## src/sv/otb_pkg.sv

```systemverilog
// types and constants of the otsu threshold binarizer
`default_nettype none
package otb_pkg;

  localparam logic CMD_ACC = 1'b0;
  localparam logic CMD_BIN = 1'b1;

  localparam logic KIND_THRESH = 1'b0;
  localparam logic KIND_PIXEL  = 1'b1;

  localparam logic [7:0] PIX_WHITE = 8'd255;
  localparam logic [7:0] PIX_BLACK = 8'd0;

  typedef enum logic [2:0] {
    MOP_X,
    MOP_Y,
    MOP_D,
    MOP_P,
    MOP_L,
    MOP_R
  } mop_t;

  typedef struct packed {
    logic accept;
    logic acc_wr;
    logic srch_init;
    logic lvl_rd;
    logic bin_add;
    logic mul_start;
    logic mul_take;
    mop_t mop;
    logic best_upd;
    logic lvl_inc;
    logic finish;
  } ctrl_cmd_t;

  typedef struct packed {
    logic out_free;
    logic n1_zero;
    logic n1_ge;
    logic lvl_last;
    logic mul_done;
    logic lhs_gt;
  } dp_status_t;

endpackage
`default_nettype wire

```

## src/sv/otb_ctrl.sv

```systemverilog
// sequencer for accumulate, search and binarize
`default_nettype none
module otb_ctrl (
  input  wire logic               clk,
  input  wire logic               rst,
  input  wire logic               in_valid,
  output logic                    in_stall,
  input  wire logic               cmd,
  input  wire logic               frame_end,
  input  wire otb_pkg::dp_status_t st,
  output otb_pkg::ctrl_cmd_t      ctl
);

  localparam logic [3:0] ST_IDLE  = 4'd0;
  localparam logic [3:0] ST_ACC   = 4'd1;
  localparam logic [3:0] ST_SINIT = 4'd2;
  localparam logic [3:0] ST_SRD   = 4'd3;
  localparam logic [3:0] ST_SADD  = 4'd4;
  localparam logic [3:0] ST_SCHK  = 4'd5;
  localparam logic [3:0] ST_MGO   = 4'd6;
  localparam logic [3:0] ST_MWAIT = 4'd7;
  localparam logic [3:0] ST_SCMP  = 4'd8;
  localparam logic [3:0] ST_SNEXT = 4'd9;
  localparam logic [3:0] ST_FIN   = 4'd10;

  logic [3:0]    state;
  logic [3:0]    state_next;
  otb_pkg::mop_t mop;
  otb_pkg::mop_t mop_next;
  logic          fend_q;
  logic          accept;

  assign accept   = (state == ST_IDLE) && in_valid && st.out_free;
  assign in_stall = !((state == ST_IDLE) && st.out_free);

  always_comb begin
    state_next    = state;
    mop_next      = mop;
    ctl           = '0;
    ctl.mop       = mop;
    ctl.accept    = accept;
    unique case (state)
      ST_IDLE: begin
        if (accept && (cmd == otb_pkg::CMD_ACC)) begin
          state_next = ST_ACC;
        end
      end
      ST_ACC: begin
        ctl.acc_wr = 1'b1;
        state_next = fend_q ? ST_SINIT : ST_IDLE;
      end
      ST_SINIT: begin
        ctl.srch_init = 1'b1;
        state_next    = ST_SRD;
      end
      ST_SRD: begin
        ctl.lvl_rd = 1'b1;
        state_next = ST_SADD;
      end
      ST_SADD: begin
        ctl.bin_add = 1'b1;
        state_next  = ST_SCHK;
      end
      ST_SCHK: begin
        priority if (st.n1_ge) begin
          state_next = ST_FIN;
        end else if (st.n1_zero) begin
          state_next = ST_SNEXT;
        end else begin
          mop_next   = otb_pkg::MOP_X;
          state_next = ST_MGO;
        end
      end
      ST_MGO: begin
        ctl.mul_start = 1'b1;
        state_next    = ST_MWAIT;
      end
      ST_MWAIT: begin
        if (st.mul_done) begin
          ctl.mul_take = 1'b1;
          state_next   = ST_MGO;
          unique case (mop)
            otb_pkg::MOP_X: mop_next = otb_pkg::MOP_Y;
            otb_pkg::MOP_Y: mop_next = otb_pkg::MOP_D;
            otb_pkg::MOP_D: mop_next = otb_pkg::MOP_P;
            otb_pkg::MOP_P: mop_next = otb_pkg::MOP_L;
            otb_pkg::MOP_L: mop_next = otb_pkg::MOP_R;
            default:        state_next = ST_SCMP;
          endcase
        end
      end
      ST_SCMP: begin
        ctl.best_upd = st.lhs_gt;
        state_next   = ST_SNEXT;
      end
      ST_SNEXT: begin
        if (st.lvl_last) begin
          state_next = ST_FIN;
        end else begin
          ctl.lvl_inc = 1'b1;
          state_next  = ST_SRD;
        end
      end
      ST_FIN: begin
        if (st.out_free) begin
          ctl.finish = 1'b1;
          state_next = ST_IDLE;
        end
      end
      default: state_next = ST_IDLE;
    endcase
  end

  always_ff @(posedge clk) begin
    if (rst) begin
      state <= ST_IDLE;
      mop   <= otb_pkg::MOP_X;
    end else begin
      state <= state_next;
      mop   <= mop_next;
    end
  end

  always_ff @(posedge clk) begin
    if (accept) begin
      fend_q <= frame_end;
    end
  end

endmodule
`default_nettype wire

```

## config.mk

```make
export PLATFORM = sky130hd
export DESIGN_NAME = otb_ctrl
export DESIGN_NICKNAME = d
export VERILOG_FILES = /design/src/sv/otb_pkg.sv /design/src/sv/otb_ctrl.sv
export SDC_FILE = /design/constraint.sdc
export NUM_CORES = 1
export LEC_CHECK = 0
export ABC_AREA = 1
export ABC_CLOCK_PERIOD_IN_PS = 4080
export BUFFER_PORTS_ARGS = -buffer_cell sky130_fd_sc_hd__buf_2
export CAP_MARGIN = 5
export CORE_AREA = 5 5 47 49
export DETAILED_ROUTE_END_ITERATION = 16
export DIE_AREA = 0 0 52 54
export PLACE_DENSITY_LB_ADDON = 0.2
export SLEW_MARGIN = 10
export SYNTH_ARGS = -nofsm -noshare
export SYNTH_HDL_FRONTEND = slang
export SYNTH_SLANG_ARGS = --single-unit
export TNS_END_PERCENT = 1
```

## constraint.sdc

```tcl
create_clock -name clk -period 4.08 [get_ports clk]
set_input_delay 1.224 -clock clk [delete_from_list [all_inputs] [get_ports clk]]
set_output_delay 1.224 -clock clk [all_outputs]
set_load 0.03 [all_outputs]
```

# --- After elaboration in Yosys (flattened, before gate mapping) ---
# Cells that the tools add are included.
op_classes:
  n_eq_ne: 20
  n_mux: 26
  n_bitwise: 1
  n_reduce_logical: 11
op_table:
  columns: ["cell", "n"]
  rows:
  - ["$pmux W4 S11", 1]
  - ["$mux W4", 7]
  - ["$eq A4 B3 Y1 const B", 4]
  - ["$pmux W3 S5", 1]
  - ["$eq A4 B4 Y1 const B", 3]
  - ["$mux W1", 12]
  - ["$mux W3", 3]
  - ["$eq A4 B2 Y1 const B", 2]
  - ["$ne A2 B2 Y1 const B", 4]
  - ["$eq A3 B2 Y1 const B", 2]
  - ["$ne A6 B6 Y1 const B", 1]
  - ["$pmux W3 S2", 1]
  - ["$reduce_and A5 Y1", 1]
  - ["$reduce_or A5 Y1", 1]
  - ["$eq A4 B1 Y1 const B", 1]
  - ["$logic_and A1 B1 Y1", 4]
  - ["$logic_not A4 Y1", 1]
  - ["$eq A3 B1 Y1 const B", 1]
  - ["$eq A3 B3 Y1 const B", 1]
  - ["$logic_not A3 Y1", 1]
  - ["$reduce_and A3 Y1", 1]
  - ["$mux W2", 1]
  - ["$ne A2 B1 Y1 const B", 1]
  - ["$reduce_bool A2 Y1", 1]
  - ["other kinds (2)", 2]
totals:
  reg_bits: 8
  input_bits: 11
  output_inout_bits: 14
  elab_cells: 61

# --- Longest topological paths before layout ---
depth:
  word_depth: 6
  depth_mapped: 10
  depth_no_buf: 10

# --- Worst setup path after synthesis ---
# OpenSTA, ideal clock, no wires.
synth_timing:
  path_type: "input to output"
  startpoint: "input st[5] in the netlist's numbering"
  endpoint: "output ctl[12] in the netlist's numbering"
  arrival_time_ps: 1781
  required_ps: 2856
  setup_slack_ps: 1075
  cell_stages: 3
  n_path_buf: 1
  cell_sequence: "nand2_1 > nor2_1 > buf_4"
synth_via:
  elab_chain_cells: 1
synth_lines:
  columns: ["item", "line_no", "source"]
  rows:
  - ["start: declaration", "otb_ctrl.sv:10", "input wire otb_pkg::dp_status_t st,"]
  - ["$logic_and A1 B1 Y1", "otb_ctrl.sv:33", "assign accept = (state == ST_IDLE) && in_valid && st.out_free;"]
  - ["end: declaration", "otb_ctrl.sv:11", "output otb_pkg::ctrl_cmd_t ctl"]
# Every way passes these cells.

==> results.py <==
metrics = {
    "critical_path": {
        "cp_slowest_cell": "buf_2",
        "startpoint_type": "input port",
        "cpPeakStageDelay_ns": 0.19,
        "required_ns": 2.86,
        "worstSetupPathType": "in -> out",
        "cp_cell_sequence": "buf_2 > nand3b_1 > inv_1 > buf_2",
        "critPathMostFrequentCell": "buf_2",
        "crit_fanout": 2,
        "cp-end-kind": "output port",
        "crit_family": "buffers and inverters",
        "worstPathArrival_ns": 1.75,
        "crit_buf_inv": 3,
    },
    "routing": {
        "avgRoutedWirePerCell_um": 9.371,
        "drc": 0,
        "ant_nets": 0,
        "vias_per_cell": 4.641,
        "firstDrtPassIters": 4,
        "via_count": 789,
        "wirelength_mm": 1.593,
        "drt-initial-drc-count": 27,
    },
    "sta": {
        "tightest_slew_ns": 0.5456,
        "skew_ns": 0.005523,
        "max_slew_margin": 0.6332,
        "fmax_mhz": 336.5,
        "rsz0062_at_grt": "false",
        "post-route-period-util": 0.7284,
        "setup_tns_ns": 0,
        "final_hold_viol_count": 0,
        "fin_crit_ns": 2.972,
        "setup_viol": 0,
        "worst_slack_ns": 1.108,
        "report.final.slew_viol_count": 0,
    },
    "layout": {
        "areaGrowthSynthToFinish_pct": 26.49,
        "num-nets-final": 155,
        "nFillCells": 203,
        "fin_cells": 170,
        "drive_above_1_share": 0.2657,
        "antenna_cells": 0,
    },
    "global_route": {
        "grt_usage": 0.1318,
        "overflow": 0,
        "grt_max_degree": 7,
        "antenna_found_initial": 0,
        "grt_pass1_wl_mm": 2.732,
        "grt_pass1_vias": 715,
    },
    "cts": {
        "clkTransAtPathRegs_ns": 0.05,
        "ctsHoldBuffers": 0,
        "clk_path_buf_depth": 2,
        "htreeDepth": 1,
        "cts_buffers": 3,
        "cts_setup_buffers": 0,
        "cts_tree": "yes",
        "cts_resized": 0,
        "clock_latency_ns": 0.25,
        "cts.sinks": 8,
        "clockRootBuffer": "clkbuf_4",
    },
    "floorplan": {
        "initial_utilization": 0.3578,
        "io_pins": 25,
        "die_h_um": 54,
        "die_w_um": 52,
        "core_area_sq_um": 1822,
        "num_rows": 16,
        "floorplan.die_area_sq_um": 2808,
    },
    "power": {
        "ir_worst_vdd_uv": 318.5,
        "power_density_nw_per_um2": 599.7,
        "p_leak_nw": 0.5037,
    },
    "status": {
        "status": "complete, no violations",
    },
    "placed_design": {
        "gp_congestion": 0.8210,
        "hpwl_mm": 1.339,
        "place_inst": 166,
        "dpl_worst_slack_ns": 1.109,
        "portBuffers": 24,
    },
    "synth": {
        "synth_area_leader_cell": "dfxtp_1",
        "yosysTopAreaCellShare": 0.2150,
        "synth_cell_types": 23,
        "synth_area_sq_um": 651.9,
        "yosysWarningCount": 0,
        "synth-edff-count": 1,
        "synth-seq-cells": 8,
        "synth_most_common_cell": "nand2_1",
        "ys.flop_type": "dfxtp_1",
        "postSynthNetCount": 127,
        "synth.avg_cell_area_sq_um": 5.620,
        "yosysSeqAreaShare": 0.2610,
        "synth_common_cells": "34 x nand2_1, 21 x inv_1, 19 x nor2_1",
        "async_flop_share": 0,
        "synthCells": 116,
        "synth_area_leaders": "dfxtp_1 21%, nand2_1 20%, inv_1 12%, nor2_1 11%, nand3_1 6.9%",
    },
    "flow_run": {
        "cap_violations": 0,
    },
    "min_path": {
        "hold_path.class": "reg -> reg",
    },
}
-- worst reg2reg max path, cell delays in order (launching register included) --
cell	delay [ns]
dfxtp_1	0.36
inv_2	0.08
nor2_1	0.29
nand3_1	0.16
nand2_1	0.09
inv_1	0.06
nand2_2	0.09
nand2_1	0.05
nand2_1	0.05
nor2_1	0.04
-- path summary, 6_finish.rpt --
path | startpoint | to | slack [ns] | depth (start not counted)
worst max register to register | state[3] | state[3] | 2.69 | 9
worst min-delay path | mop[0] | mop[0] | 0.53 | 2
worst max-delay path | st[2] | ctl[1] | 1.11 | 4
worst min register to register | mop[0] | mop[0] | 0.53 | 2
-- cell type report --
cell class,instances,area (sq um),share of cell area
inverter,24,90.09,0.1093
multi-input combinational,83,384.1,0.4659
timing repair buffer,24,120.1,0.1457
clock buffer,4,26.28,0.03187
sequential,8,170.2,0.2064
tap,27,33.78,0.04097
-- metrics by stage --
stage	utilization	cell area, sq um	power, W	hold slack (ns)
2_1_floorplan	-	651.9	0.0003603	0.5472
3_3_place_gp	0.4382	798.3	0.0004305	0.5149
3_5_place_dp	0.4382	798.3	0.0004310	0.5169
4_1_cts	0.4526	824.5	0.0004985	0.5276
5_1_grt	0.4526	824.5	0.0005476	0.5529
6_report	0.4526	824.5	0.0004944	0.5294
-- per-layer routing --
| metal | global-route usage | vias to the layer above | part of all wire |
|---|---|---|---|
| met2 | 0.2238 | 34 | 0.48 |
| met4 | 0.07424 | 0 | 0.0056 |
| li1 | - | 407 | - |
| met1 | 0.1485 | 346 | 0.41 |
| met3 | 0.03601 | 2 | 0.10 |
| met5 | 0 | - | 0 |
-- power by group --
part           internal, W  total [W]  switching [W]
clock network    0.0000375  0.0000651      0.0000276
registers        0.0000998   0.000123      0.0000234
logic            0.0000930   0.000306       0.000213
-- registers in the layout (all words and copies together) (netlist names) --
name and flops:
fend_q 1, mop 3, state 4
-- layout by cell type, fill, tap and decap left out, types with 3 or more instances in the layout --
| cell type | n |
|---|---|
| nand2_1 | 34 |
| buf_2 | 24 |
| inv_1 | 21 |
| nor2_1 | 19 |
| nand3_1 | 9 |
| dfxtp_1 | 7 |
| a21oi_1 | 3 |
| o21ai_0 | 3 |
| clkbuf_4 | 3 |
-- cells by family after synthesis --
| group | Yosys count | share of synthesized area |
|---|---|---|
| AND/OR/NAND/NOR | 72 | 0.4799 |
| buffers and inverters | 25 | 0.1497 |
| AO/OA/AOI/OAI | 11 | 0.1094 |
| flip-flops | 8 | 0.2610 |
Power figures use the tool's default switching activity.
